--- config.mk ---
export PLATFORM = sky130hd
export DESIGN_NAME = sequenced_fragment_receiver_flat
export DESIGN_NICKNAME = d
export VERILOG_FILES = /design/src/design/sfr_pkg.sv /design/src/design/sfr_if.sv /design/src/design/sfr_cfg_regs.sv /design/src/design/sfr_seq_check.sv /design/src/design/sfr_out_stage.sv /design/src/design/sequenced_fragment_receiver.sv /design/src/flat_wrapper.sv
export SDC_FILE = /design/constraint.sdc
export NUM_CORES = 1
export LEC_CHECK = 0
export ABC_AREA = 1
export BUFFER_PORTS_ARGS = -buffer_cell sky130_fd_sc_hd__buf_2
export CAP_MARGIN = 40
export CORE_UTILIZATION = 50
export DETAILED_ROUTE_END_ITERATION = 8
export GPL_ROUTABILITY_DRIVEN = 0
export PLACE_DENSITY = 0.82
export SLEW_MARGIN = 30
export SYNTH_ARGS = -nofsm -noshare
export SYNTH_HDL_FRONTEND = slang
export SYNTH_SLANG_ARGS = --single-unit
--- constraint.sdc ---
create_clock -name clk_i -period 8.9 [get_ports clk_i]
set_input_delay 0.445 -clock clk_i [delete_from_list [all_inputs] [get_ports clk_i]]
set_output_delay 0.445 -clock clk_i [all_outputs]
set_load 0.005 [all_outputs]
--- src/design/sfr_pkg.sv ---
// shared types and constants of the sequenced fragment receiver
package sfr_pkg;

  // consumer-side limit on the bytes of one fragment set
  localparam int unsigned BufferBytes = 32768;

  // configuration register indexes and port widths
  localparam int unsigned CfgIdxW  = 2;
  localparam int unsigned CfgDataW = 16;
  localparam logic [CfgIdxW-1:0] CfgFragmentSize   = 2'd0;
  localparam logic [CfgIdxW-1:0] CfgMaxMessageBytes = 2'd1;

  // register reset values
  localparam logic [14:0] FragmentSizeRst    = 15'd1300;
  localparam logic [15:0] MaxMessageBytesRst = 16'd32768;

  // result status codes
  typedef enum logic [2:0] {
    StWhole       = 3'd0,
    StReassembled = 3'd1,
    StHeld        = 3'd2,
    StStale       = 3'd3,
    StMissed      = 3'd4,
    StBadLen      = 3'd5,
    StTooLong     = 3'd6
  } status_e;

  // one received datagram header
  typedef struct packed {
    logic [31:0] header_word;
    logic [15:0] frag_start;
    logic [15:0] frag_len;
    logic [15:0] payload_bytes;
  } hdr_t;

  // one result
  typedef struct packed {
    status_e     status;
    logic [15:0] message_length;
    logic [30:0] skipped_count;
    logic [30:0] seq_out;
  } res_t;

  // configuration register contents
  typedef struct packed {
    logic [14:0] full_frag_bytes;
    logic [15:0] max_message_bytes;
  } cfg_t;

endpackage

--- src/design/sfr_if.sv ---
// request and result channel interfaces of the sequenced fragment receiver
interface sfr_in_if;
  logic               valid;
  logic               ready;
  logic        [31:0] header_word;
  logic signed [15:0] frag_start;
  logic signed [15:0] frag_len;
  logic        [15:0] payload_bytes;

  modport source (output valid, header_word, frag_start, frag_len, payload_bytes,
                  input ready);
  modport sink (input valid, header_word, frag_start, frag_len, payload_bytes,
                output ready);
endinterface

interface sfr_out_if;
  logic        valid;
  logic        ready;
  logic [2:0]  status;
  logic [15:0] message_length;
  logic [30:0] skipped_count;
  logic [30:0] seq_out;

  modport source (output valid, status, message_length, skipped_count, seq_out,
                  input ready);
  modport sink (input valid, status, message_length, skipped_count, seq_out,
                output ready);
endinterface

--- src/design/sfr_cfg_regs.sv ---
// configuration registers of the sequenced fragment receiver
module sfr_cfg_regs (
  input  logic                         clk_i,
  input  logic                         rst_ni,
  input  logic                         cfg_we_i,
  input  logic [sfr_pkg::CfgIdxW-1:0]  cfg_idx_i,
  input  logic [sfr_pkg::CfgDataW-1:0] cfg_data_i,
  output sfr_pkg::cfg_t                cfg_o
);

  logic [14:0] frag_size_q, frag_size_d;
  logic [15:0] max_msg_q, max_msg_d;

  // register write decode, unknown indexes are dropped
  always_comb begin
    frag_size_d = frag_size_q;
    max_msg_d   = max_msg_q;
    if (cfg_we_i) begin
      case (cfg_idx_i)
        sfr_pkg::CfgFragmentSize:    frag_size_d = cfg_data_i[14:0];
        sfr_pkg::CfgMaxMessageBytes: max_msg_d   = cfg_data_i[15:0];
        default: ;
      endcase
    end
  end

  always_ff @(posedge clk_i or negedge rst_ni) begin
    if (!rst_ni) begin
      frag_size_q <= sfr_pkg::FragmentSizeRst;
      max_msg_q   <= sfr_pkg::MaxMessageBytesRst;
    end else begin
      frag_size_q <= frag_size_d;
      max_msg_q   <= max_msg_d;
    end
  end

  assign cfg_o.full_frag_bytes   = frag_size_q;
  assign cfg_o.max_message_bytes = max_msg_q;

endmodule

--- src/design/sfr_seq_check.sv ---
// sequence and fragment checks with the channel state registers
module sfr_seq_check (
  input  logic          clk_i,
  input  logic          rst_ni,
  input  logic          fire_i,
  input  sfr_pkg::hdr_t hdr_i,
  input  sfr_pkg::cfg_t cfg_i,
  output sfr_pkg::res_t res_o
);

  logic [30:0] last_seq_q, last_seq_d;
  logic [30:0] asm_seq_q, asm_seq_d;
  logic [15:0] asm_bytes_q, asm_bytes_d;

  logic [30:0] seq;
  logic        frag;
  logic        stale;
  logic [15:0] asm_eff;
  logic [16:0] sum;
  logic [15:0] new_total;

  assign seq       = hdr_i.header_word[30:0];
  assign frag      = hdr_i.header_word[31];
  assign stale     = (seq <= last_seq_q);
  // a new fragment sequence starts from an empty buffer
  assign asm_eff   = (seq != asm_seq_q) ? 16'd0 : asm_bytes_q;
  assign sum       = {1'b0, asm_eff} + {1'b0, hdr_i.frag_len};
  assign new_total = sum[15:0];

  // classify the header and work out the next channel state
  always_comb begin
    res_o.status         = sfr_pkg::StStale;
    res_o.message_length = 16'd0;
    res_o.skipped_count  = 31'd0;
    res_o.seq_out        = seq;
    last_seq_d           = last_seq_q;
    asm_seq_d            = asm_seq_q;
    asm_bytes_d          = asm_bytes_q;
    if (!stale) begin
      res_o.skipped_count = seq - last_seq_q - 31'd1;
      if (!frag) begin
        res_o.status         = sfr_pkg::StWhole;
        res_o.message_length = hdr_i.payload_bytes;
        last_seq_d           = seq;
      end else begin
        asm_seq_d   = seq;
        asm_bytes_d = asm_eff;
        if (hdr_i.frag_start[15] || (hdr_i.frag_start != asm_eff)) begin
          res_o.status = sfr_pkg::StMissed;
        end else if (hdr_i.frag_len[15] || (hdr_i.frag_len > hdr_i.payload_bytes) ||
                     (sum > 17'(sfr_pkg::BufferBytes))) begin
          res_o.status = sfr_pkg::StBadLen;
        end else if (hdr_i.frag_len == {1'b0, cfg_i.full_frag_bytes}) begin
          res_o.status = sfr_pkg::StHeld;
          asm_bytes_d  = new_total;
        end else if (new_total > cfg_i.max_message_bytes) begin
          res_o.status = sfr_pkg::StTooLong;
          asm_bytes_d  = new_total;
        end else begin
          res_o.status         = sfr_pkg::StReassembled;
          res_o.message_length = new_total;
          asm_bytes_d          = 16'd0;
          last_seq_d           = seq;
        end
      end
    end
  end

  // state advances only when the item moves into the result register
  always_ff @(posedge clk_i or negedge rst_ni) begin
    if (!rst_ni) begin
      last_seq_q  <= 31'd0;
      asm_seq_q   <= 31'd0;
      asm_bytes_q <= 16'd0;
    end else if (fire_i) begin
      last_seq_q  <= last_seq_d;
      asm_seq_q   <= asm_seq_d;
      asm_bytes_q <= asm_bytes_d;
    end
  end

endmodule

--- src/design/sfr_out_stage.sv ---
// result register driving the result channel
module sfr_out_stage (
  input  logic          clk_i,
  input  logic          rst_ni,
  input  logic          load_i,
  input  sfr_pkg::res_t res_i,
  output logic          free_o,
  sfr_out_if.source     out_o
);

  logic          valid_q, valid_d;
  sfr_pkg::res_t res_q;

  // register is free when empty or being drained this cycle
  assign free_o = !valid_q || out_o.ready;

  always_comb begin
    valid_d = valid_q;
    if (load_i) begin
      valid_d = 1'b1;
    end else if (out_o.ready) begin
      valid_d = 1'b0;
    end
  end

  always_ff @(posedge clk_i or negedge rst_ni) begin
    if (!rst_ni) begin
      valid_q <= 1'b0;
    end else begin
      valid_q <= valid_d;
    end
  end

  // payload
  always_ff @(posedge clk_i) begin
    if (load_i) begin
      res_q <= res_i;
    end
  end

  assign out_o.valid          = valid_q;
  assign out_o.status         = res_q.status;
  assign out_o.message_length = res_q.message_length;
  assign out_o.skipped_count  = res_q.skipped_count;
  assign out_o.seq_out        = res_q.seq_out;

endmodule

--- src/design/sequenced_fragment_receiver.sv ---
// top level of the sequenced fragment receiver
// Takes one datagram header per request and returns one result per request, in
// order. A request is taken into an input register, checked against the channel
// state (last accepted sequence, fragment set in progress, bytes assembled) in
// one pass of logic, and moves on into a result register once that register is
// free. The state is updated in the same cycle the result is registered, so
// one request per clock is sustained while the result side keeps up; a stalled
// result holds the input register and then backpressures the request side.
// Configuration writes are meant for idle periods only and take effect at once.
module sequenced_fragment_receiver (
  input  logic                         clk_i,
  input  logic                         rst_ni,
  input  logic                         cfg_we_i,
  input  logic [sfr_pkg::CfgIdxW-1:0]  cfg_idx_i,
  input  logic [sfr_pkg::CfgDataW-1:0] cfg_data_i,
  sfr_in_if.sink                       hdr_i,
  sfr_out_if.source                    res_o
);

  sfr_pkg::cfg_t cfg;
  sfr_pkg::hdr_t hdr_q;
  sfr_pkg::res_t res;
  logic          in_valid_q, in_valid_d;
  logic          out_free;
  logic          fire;
  logic          in_take;

  sfr_cfg_regs u_cfg (
    .clk_i      (clk_i),
    .rst_ni     (rst_ni),
    .cfg_we_i   (cfg_we_i),
    .cfg_idx_i  (cfg_idx_i),
    .cfg_data_i (cfg_data_i),
    .cfg_o      (cfg)
  );

  // input register handshake
  assign fire        = in_valid_q && out_free;
  assign hdr_i.ready = !in_valid_q || fire;
  assign in_take     = hdr_i.valid && hdr_i.ready;

  always_comb begin
    in_valid_d = in_valid_q;
    if (in_take) begin
      in_valid_d = 1'b1;
    end else if (fire) begin
      in_valid_d = 1'b0;
    end
  end

  always_ff @(posedge clk_i or negedge rst_ni) begin
    if (!rst_ni) begin
      in_valid_q <= 1'b0;
    end else begin
      in_valid_q <= in_valid_d;
    end
  end

  always_ff @(posedge clk_i) begin
    if (in_take) begin
      hdr_q.header_word   <= hdr_i.header_word;
      hdr_q.frag_start    <= hdr_i.frag_start;
      hdr_q.frag_len      <= hdr_i.frag_len;
      hdr_q.payload_bytes <= hdr_i.payload_bytes;
    end
  end

  sfr_seq_check u_check (
    .clk_i  (clk_i),
    .rst_ni (rst_ni),
    .fire_i (fire),
    .hdr_i  (hdr_q),
    .cfg_i  (cfg),
    .res_o  (res)
  );

  sfr_out_stage u_out (
    .clk_i  (clk_i),
    .rst_ni (rst_ni),
    .load_i (fire),
    .res_i  (res),
    .free_o (out_free),
    .out_o  (res_o)
  );

endmodule

--- src/flat_wrapper.sv ---
// flat-port wrapper written by rule: the top's interface ports become plain ports
module sequenced_fragment_receiver_flat 
  (clk_i, rst_ni, cfg_we_i, cfg_idx_i, cfg_data_i, hdr_i_valid, hdr_i_header_word, hdr_i_frag_start, hdr_i_frag_len, hdr_i_payload_bytes, hdr_i_ready, res_o_valid, res_o_status, res_o_message_length, res_o_skipped_count, res_o_seq_out, res_o_ready);
  sfr_in_if hdr_i_i ();
  sfr_out_if res_o_i ();
  input  logic clk_i;
  input  logic rst_ni;
  input  logic cfg_we_i;
  input  logic [sfr_pkg::CfgIdxW-1:0] cfg_idx_i;
  input  logic [sfr_pkg::CfgDataW-1:0] cfg_data_i;
  input wire logic [$bits(hdr_i_i.valid)-1:0] hdr_i_valid;
  input wire logic [$bits(hdr_i_i.header_word)-1:0] hdr_i_header_word;
  input wire logic [$bits(hdr_i_i.frag_start)-1:0] hdr_i_frag_start;
  input wire logic [$bits(hdr_i_i.frag_len)-1:0] hdr_i_frag_len;
  input wire logic [$bits(hdr_i_i.payload_bytes)-1:0] hdr_i_payload_bytes;
  output wire logic [$bits(hdr_i_i.ready)-1:0] hdr_i_ready;
  output wire logic [$bits(res_o_i.valid)-1:0] res_o_valid;
  output wire logic [$bits(res_o_i.status)-1:0] res_o_status;
  output wire logic [$bits(res_o_i.message_length)-1:0] res_o_message_length;
  output wire logic [$bits(res_o_i.skipped_count)-1:0] res_o_skipped_count;
  output wire logic [$bits(res_o_i.seq_out)-1:0] res_o_seq_out;
  input wire logic [$bits(res_o_i.ready)-1:0] res_o_ready;
  assign hdr_i_i.valid = hdr_i_valid;
  assign hdr_i_i.header_word = hdr_i_header_word;
  assign hdr_i_i.frag_start = hdr_i_frag_start;
  assign hdr_i_i.frag_len = hdr_i_frag_len;
  assign hdr_i_i.payload_bytes = hdr_i_payload_bytes;
  assign hdr_i_ready = hdr_i_i.ready;
  assign res_o_valid = res_o_i.valid;
  assign res_o_status = res_o_i.status;
  assign res_o_message_length = res_o_i.message_length;
  assign res_o_skipped_count = res_o_i.skipped_count;
  assign res_o_seq_out = res_o_i.seq_out;
  assign res_o_i.ready = res_o_ready;
  sequenced_fragment_receiver u_core (.clk_i(clk_i), .rst_ni(rst_ni), .cfg_we_i(cfg_we_i), .cfg_idx_i(cfg_idx_i), .cfg_data_i(cfg_data_i), .hdr_i(hdr_i_i), .res_o(res_o_i));
endmodule
## Word level (Yosys, flattened, before mapping)

Index checks and enable logic that the tools add are counted.
Widths: inputs -> output; s select.

- Flip-flop bits (word level): 272
- Latch bits: 0
- RAM bits: 0
- Memory bits (read-only): 0
- Input bits: 103
- Output and inout port bits: 83
- Word-level logic and storage cells: 73
- Memories: 0

- $add $sub $neg: 3
- Multiply operators: 0
- Div/mod/pow operators: 0
- Magnitude comparators: 4
- Equality and inequality tests: 8
- Shifts and indexed selects: 0
- Mux-type cells: 23
- Bitwise operators: 2
- Reduce and logical (&&, ||, !) cells: 17

Operators with widths:

| cell | count |
|---|---|
| $mux 31 | 5 |
| $mux 16 | 9 |
| $gt 16x16->1 | 2 |
| $le 31x31->1 | 1 |
| $ne 31x31->1 | 1 |
| $sub 31x1->31 const B | 1 |
| $sub 31x31->31 | 1 |
| $mux 18 | 1 |
| $add 16x16->17 | 1 |
| $gt 17x16->1 const B | 1 |
| $eq 16x15->1 | 1 |
| $ne 16x16->1 | 1 |
| $mux 3 | 4 |
| $ne 2x2->1 const B | 4 |
| $reduce_and 6->1 | 1 |
| $logic_or 1x1->1 | 5 |
| $mux 1 | 4 |
| $reduce_and 2->1 | 2 |
| $reduce_bool 2->1 | 2 |
| $reduce_and 3->1 | 1 |
| $eq 2x1->1 const B | 1 |
| $logic_and 1x1->1 | 2 |
| $logic_not 1->1 | 2 |
| $logic_not 2->1 | 1 |
| other kinds (2) | 3 |

## Depth between registers and ports, before layout

Gate-level depths: netlist of the first run.

- Depth in word-level cells: 9
- Depth in mapped cells: 40
- Mapped depth without buffers: 37

## Hierarchy

A second synthesis of the first run with hierarchy kept.

- Cells, all modules: 1817
- Area total of the unflattened synthesis: 15484.9 um^2

By module, submodules not included:

| module | instances | cells each | area an instance (um^2) | seq. area each (um^2) |
|---|---|---|---|---|
| sfr_seq_check | 1 | 1505 | 9235.1 | 1951.9 |
| sfr_out_stage | 1 | 86 | 2477.4 | 2457.4 |
| sequenced_fragment_receiver | 1 | 88 | 2454.9 | 2427.3 |
| sfr_cfg_regs | 1 | 138 | 1317.5 | 782.0 |

## Least setup slack after synthesis of the first run

OpenSTA, ideal clock, no wires.

- Path kind: reg2reg
- Start: reg u_core.hdr_q[49] in the netlist's numbering
- End: reg u_core.u_out.res_q (netlist bit u_core.u_out.out_o.message_length[0]) (data pin)
- Data arrival time: 3994 ps
- Data required time: 8758 ps
- Setup slack: 4764 ps
- Cell stages (with the launch flop): 34
- Period minus slack after synthesis: 4136 ps
- Cells stage by stage: edfxtp_1 xnor2_1 nand2_1 nor2_1 nand2_1 nor2_2 buf_4 nand3_2 inv_1 ha_1 clkbuf_2 nand2_1 nand2_1 inv_1 nand2_1 nand2_1 nand2_1 nand3_1 nand2_1 nand2_1 nand3_1 nand2_1 nand2_1 ha_1 nand4_1 nor2_1 nand2_1 nor2_1 nand4_1 nand2_1 nand2_2 nor2_2 nand2_4 o21ai_2

- Longest elaborated chain between the ends: 9

RTL lines:

| what | RTL line | source |
|---|---|---|
| from (decl) | sequenced_fragment_receiver.sv:21 | `sfr_pkg::hdr_t hdr_q;` |
| $ne 31x31->1 | sfr_seq_check.sv:26 | `assign asm_eff = (seq != asm_seq_q) ? 16'd0 : asm_bytes_q;` |
| $mux 16 | sfr_seq_check.sv:26 |  |
| $add 16x16->17 | sfr_seq_check.sv:27 | `assign sum = {1'b0, asm_eff} + {1'b0, hdr_i.frag_len};` |
| $gt 16x16->1 | sfr_seq_check.sv:56 | `end else if (new_total > cfg_i.max_message_bytes) begin` |
| $mux 16 | sfr_seq_check.sv:56 |  |
| $mux 16 | sfr_seq_check.sv:53 | `end else if (hdr_i.frag_len == {1'b0, cfg_i.full_frag_bytes}) begin` |
| $mux 16 | sfr_seq_check.sv:50 | `end else if (hdr_i.frag_len[15] \|\| (hdr_i.frag_len > hdr_i.payload_bytes) \|\|` |
| $mux 16 | sfr_seq_check.sv:48 | `if (hdr_i.frag_start[15] \|\| (hdr_i.frag_start != asm_eff)) begin` |
| $mux 18 | sfr_seq_check.sv:41 | `if (!frag) begin` |
| to (signal assigned) | sfr_out_stage.sv:37 | `res_q <= res_i;` |
| to (decl) | sfr_out_stage.sv:12 | `sfr_pkg::res_t res_q;` |

Several ways; a longest one is shown, not always the timed one.
A chain may end at the register's enable or synchronous reset.

## Worst setup path after layout of the first run

- Start: reg u_core.hdr_q[54] in the netlist's numbering
- End: reg u_core.u_check.last_seq_q[19]

- Longest elaborated chain between the ends: 7

RTL lines:

| what | RTL line | source |
|---|---|---|
| $ne 31x31->1 | sfr_seq_check.sv:26 |  |
| $mux 16 | sfr_seq_check.sv:26 |  |
| $add 16x16->17 | sfr_seq_check.sv:27 |  |
| $gt 17x16->1 | sfr_seq_check.sv:51 | `(sum > 17'(sfr_pkg::BufferBytes))) begin` |
| $logic_or 1x1->1 | sfr_seq_check.sv:50 |  |
| $ne 2x2->1 (no line) | - |  |
| $reduce_and 6->1 (no line) (*) | - |  |
| to (signal assigned) | sfr_seq_check.sv:76 | `last_seq_q <= last_seq_d;` |
| to (decl) | sfr_seq_check.sv:11 | `logic [30:0] last_seq_q, last_seq_d;` |

Mark *: on every way between the ends. The rest lies on a longest branch, timed or not.

==> results.cfg, run 1 <==
[grt]
grt_pass1_vias = 11600
grt_use_total_pct = 25.1
grt_max_degree = 70
grt_pass1_wl_mm = 59.5
antenna_found_initial = 0
grt.overflow.total = 0

[finish]
mostFrequentLayoutCells = 488 x nand2_1, 203 x inv_1, 184 x buf_2
nets = 2001
layout_commonest_cell = nand2_1
drive_gt1_share_pct = 16.4
num_antenna_cells = 0
syn2layout_area_growth_pct = 16.0

[timing]
finalCritPeriodShare_pct = 67.3
fin_ws_ns = 2.91
rsz0062_at_grt = false
timing.final.hold_violations = 0
drv_slew = 0
setup_tns_ns = 0
slew_headroom_pct = 45.8
holdWs_ns = 0.0511
max_clock_freq_mhz = 167
tightest_slew_ns = 0.811
finClkSkew_ns = 0.0177
setup_viol = 0
min_period_ns = 5.99

[route]
vias = 12100
wl_per_cell_microns = 17.0
finalWirelength_mm = 37.7
drc_errors = 0
drtIter0Drc = 1237
via_per_inst = 5.45
ant_nets = 0
drtPass1Iterations = 8

[hold_path]
min_from = hdr_i_header_word[18]
holdPathStages = 1
min_to = u_core.hdr_q[66]
hp-class = in2reg

[synth]
ys_ff_latch = 272
netlist_instances = 1630
synth-compound-area-share_pct = 7.52
synth_nets = 1813
synthSimpleGateAreaFrac_pct = 23.1
ys_async_sr_fraction_pct = 40.8
syn-cell-area_sq_um = 14600
synth_cell_types = 47
synth-edff-count = 161
synth_xor_area_share_pct = 3.30
yosysSeqAreaShare_pct = 52.2
yosys-mux-area-fraction_pct = 0
syn_area_per_cell_sq_um = 8.96
synth_fa_ha_area_share_pct = 6.96
ys_warn_count = 0
synth_top_family_by_area = simple AND/OR/NAND/NOR gates
synthFlopType = edfxtp_1

[power]
switchingPower_mw = 1.60
p_leak_nw = 8.30
power_frac_clock_pct = 27.9
swShare_pct = 34.7
seqPwrFrac_pct = 40.3
power_density_nw_per_um2 = 273
irDropWorstVdd_uv = 188
internal_power_mw = 3.02
combPwrFrac_pct = 31.8

[clock_network]
worstSkewPairLatency_ns = 0.57
cts_setup_buffers = 0
cts_tree = done
postCtsHoldBufs = 1
root_buffer = clkbuf_16
cts.sinks = 272
ctsResizeCount = 0
h-tree-depth = 1
clockBufferDepth = 3
path_clk_slew_ns = 0.06
numCtsBuffers = 29

[floorplanning]
io_pins = 186
die_area_sq_um = 29900
initial_utilization_pct = 50.9
core_sq_um = 28700
die_h_microns = 173
die_width_microns = 173
rows = 62

[critical_path]
reg2reg_to = u_core.u_check.last_seq_q[19]
ff2ff_setup_slack_ns = 2.91
worst_setup_path_start_kind = flop
cp_top_family = simple AND/OR/NAND/NOR gates
crit_path_end_kind = flop
worstPathArrival_ns = 6.44
worstPathRequired_ns = 9.35
cp_max_fo = 32
cp_slowest_cell = nor2_4
cp_slowest_stage_delay_ns = 0.65
cp_num_buf_inv = 2
worst_path_most_repeated_cell = nand2_1
crit_type = reg2reg
worst_r2r_path_depth = 31
r2r_start = u_core.hdr_q[54]

[placement]
dpl.hpwl_mm = 27.7
numPortBuffers = 185
dp_slack_ns = 3.21

[job]
drv_cap = 0

[status]
status = complete, no violations
[flip-flops by register name, summed over array words and instances (netlist names)]
register / cells
u_core.u_check.asm_bytes_q: 16
u_core.hdr_q: 80
u_core.u_out.out_o.skipped_count: 31
u_core.u_cfg.frag_size_q: 15
u_core.u_out.out_o.status: 3
u_core.u_out.out_o.seq_out: 31
u_core.u_out.out_o.valid: 1
u_core.in_valid_q: 1
u_core.u_check.last_seq_q: 31
u_core.u_out.out_o.message_length: 16
u_core.u_check.asm_seq_q: 31
u_core.u_cfg.max_msg_q: 16
[metrics by stage]
stage               total power [mW]  std cells  instance area (sq um)  util [%]
global route                    4.87       2225                  16900      59.0
detailed placement              3.31       2168                  15900      55.3
CTS                             4.61       2223                  16900      58.9
global placement                3.24       2165                  15800      55.2
floorplan                       2.83       1630                  14600         -
finish                          4.62       2225                  16900      59.0
[final cells by class]
type / count / area [sq um]
well taps: 384 / 480
flip-flops and latches: 272 / 7620
multi-input cells: 1108 / 5970
repair buffers: 198 / 1060
clock buffers: 37 / 766
fillers: 2445 / 11800
inverters: 209 / 788
clock inverters: 17 / 255
[per-layer routing]
metal	part of all wire [%]	vias up	global-route usage (%)
met5	0	-	0
met4	4.6	0	11.0
met3	7.2	145	3.65
li1	-	5750	-
met2	50	583	43.8
met1	39	5645	30.9
[synthesized netlist by cell type (all sizes together), types with 7 or more instances]
master  instances  area [sq um]
nor3            7          35.0
a21o           11          82.6
buf            19           151
inv           209           785
o21ai          78           424
nand4          30           188
nand2         494          1880
xnor2          40           350
clkbuf         22          83.8
nand3         132           736
nor2           98           410
ha             78           976
dfrtp         106          2650
a21oi          85           437
xor2           15           131
edfxtp        161          4830
or2            11          68.8
[cell families (layout without fill, tap and decap cells)]
family / count (synthesis) / in the layout
compound gates: 194 / 194
xor+xnor: 55 / 55
fa+ha+maj: 80 / 80
buf+inv: 250 / 461
flops: 272 / 272
simple gates: 779 / 779
[power by group through the flow]
stage	sequential, mW	combinational, mW	clock (mW)
floorplan	1.85	0.986	0
CTS	1.86	1.44	1.31
detailed placement	1.88	1.43	0
global route	1.89	1.63	1.36
finish	1.86	1.47	1.29
global placement	1.87	1.37	0
[worst max-delay path by stage]
stage | startpoint | end | slack, ns | cells past startpoint
final | u_core.hdr_q[54] | u_core.u_check.last_seq_q[19] | 2.91 | 31
after global routing | u_core.hdr_q[54] | u_core.u_check.last_seq_q[19] | 2.44 | 29
after CTS | u_core.hdr_q[54] | u_core.u_check.last_seq_q[19] | 3.08 | 31
after detailed placement | u_core.hdr_q[68] | u_core.u_check.last_seq_q[5] | 3.21 | 33
after global placement | u_core.hdr_q[54] | u_core.u_check.last_seq_q[5] | 3.43 | 29
after floorplan | u_core.hdr_q[49] | u_core.u_out.out_o.message_length[0] | 4.76 | 33
(Power assumes the default switching activity.)
==> run 2: changes to the inputs <==
==> constraint.sdc (replaced) <==
create_clock -name clk_i -period 6.05 [get_ports clk_i]
set_input_delay 0.3025 -clock clk_i [delete_from_list [all_inputs] [get_ports clk_i]]
set_output_delay 0.3025 -clock clk_i [all_outputs]
set_load 0.005 [all_outputs]
==> results.cfg, run 2 (same netlist as run 1, synthesis figures left out) <==
[status]
status = complete, no violations

[power]
p_leak_nw = 8.68
irDropWorstVdd_uv = 192
power_density_nw_per_um2 = 379

[grt]
grt.overflow.total = 0
grt_pass1_wl_mm = 61.5
met2_usage_pct = 46.1
use_met3_pct = 3.28
grt_pass1_vias = 12300
top_usage_layer = met2
grt_max_degree = 81
antenna_found_initial = 0
grt_use_total_pct = 25.9
met1_usage_pct = 30.9

[finish]
final_util_pct = 62.1
multiInputGateArea_sq_um = 5970
drive_gt1_share_pct = 16.2
largest_reg_flops = 80
mostFrequentLayoutCells = 488 x nand2_1, 203 x inv_1, 184 x buf_2
fillers = 2369
design_area_sq_um = 17800
syn2layout_area_growth_pct = 22.1
nets = 2091
layout_commonest_cell = nand2_1
largest_register = u_core.hdr_q
num_antenna_cells = 0
seqCellArea_sq_um = 7620

[timing]
setup_viol = 0
tightest_slew_ns = 0.797
setup_tns_ns = 0
timing.final.hold_violations = 0
min_period_ns = 5.70
holdWs_ns = 0.0223
finalCritPeriodShare_pct = 94.2
rsz0062_at_grt = false
fin_ws_ns = 0.349
max_clock_freq_mhz = 175
drv_slew = 0
slew_headroom_pct = 46.9
finClkSkew_ns = 0.0282

[critical_path]
crit_type = reg2reg
cp_slowest_stage_delay_ns = 0.49
cp_top_family = simple AND/OR/NAND/NOR gates
worstPathRequired_ns = 6.44
cp_num_buf_inv = 3
worst_path_most_repeated_cell = nand2_1
crit_path_end_kind = flop
cp_slowest_cell = edfxtp_1
cp_max_fo = 17
worst_setup_path_start_kind = flop
worstPathArrival_ns = 6.09

[clock_network]
numCtsBuffers = 28
ctsResizeCount = 0
cts_setup_buffers = 0
root_buffer = clkbuf_16
clockBufferDepth = 3
path_clk_slew_ns = 0.06
cts.sinks = 272
worstSkewPairLatency_ns = 0.56
h-tree-depth = 1
cts_tree = done

[route]
vias = 12500
drtIter0Drc = 1220
drtPass1Iterations = 8
wl_per_cell_microns = 16.9
via_per_inst = 5.39
drc_errors = 0
finalWirelength_mm = 39.0
ant_nets = 0

[floorplanning]
io_pins = 186
die_area_sq_um = 29900
die_h_microns = 173
core_sq_um = 28700
die_width_microns = 173
rows = 62
initial_utilization_pct = 50.9

[hold_path]
hp-class = in2reg

[job]
drv_cap = 0

[placement]
dp_slack_ns = 0.580
placed_area_sq_um = 15900
numPortBuffers = 185
dpl.hpwl_mm = 28.1
run 2: worst reg2reg max path: cells and delay by family, from the launching register on:
family	cells	cell delay (ns)
compound gates	3	0.70
xor+xnor	1	0.19
fa+ha+maj	2	0.62
buf+inv	3	0.54
flops	1	0.49
simple gates	19	2.99
run 2: what timing repair did:
action                                  in CTS  in global routing
endpoints found under the hold margin      129                  0
endpoints found under the setup margin       0                  0
hold buffers                                85                  0
run 2: layout make-up:
type	instances	area share, %
Sequential cell	272	42.7
Multi-Input combinational cell	1108	33.5
Timing Repair Buffer	289	11.2
Inverter	209	4.42
Clock buffer	32	4.18
Tap cell	384	2.69
Clock inverter	20	1.28
run 2: layer usage:
metal  part of all wire [%]  up-vias  wire length (microns)
li1                       -     5930                      -
met1                     38     5779                  15000
met2                     50      616                  19500
met3                    6.2      149                   2420
met4                    5.2        0                   2030
met5                      0        -                      0
run 2: through the flow:
step	total power [mW]	cells
detailed placement	4.87	2174
global placement	4.78	2169
global route	7.13	2314
finish	6.75	2314
floorplan	4.17	1630
CTS	6.73	2311
run 2: power breakdown:
| part | internal (mW) | leakage, nW | switching [mW] | total [mW] |
|---|---|---|---|---|
| Combinational | 0.838 | 5.24 | 1.37 | 2.20 |
| Sequential | 2.48 | 2.96 | 0.254 | 2.74 |
| Clock | 1.06 | 0.475 | 0.749 | 1.81 |
run 2: path summary, 6_finish.rpt:
kind                                                from                                     to  cells past startpoint  slack [ns]
max                                     u_core.hdr_q[69]  u_core.u_out.out_o.message_length[14]                     28        0.35
min reg2reg                u_core.u_check.last_seq_q[26]          u_core.u_check.last_seq_q[26]                      2        0.48
max reg2reg                             u_core.hdr_q[69]  u_core.u_out.out_o.message_length[14]                     28        0.35
min                                        cfg_data_i[4]            u_core.u_cfg.frag_size_q[4]                      3        0.02
min in group asynchronous                         rst_ni           u_core.u_cfg.frag_size_q[12]                      2        0.34
max in group asynchronous                         rst_ni         u_core.u_check.asm_bytes_q[12]                      4        4.67
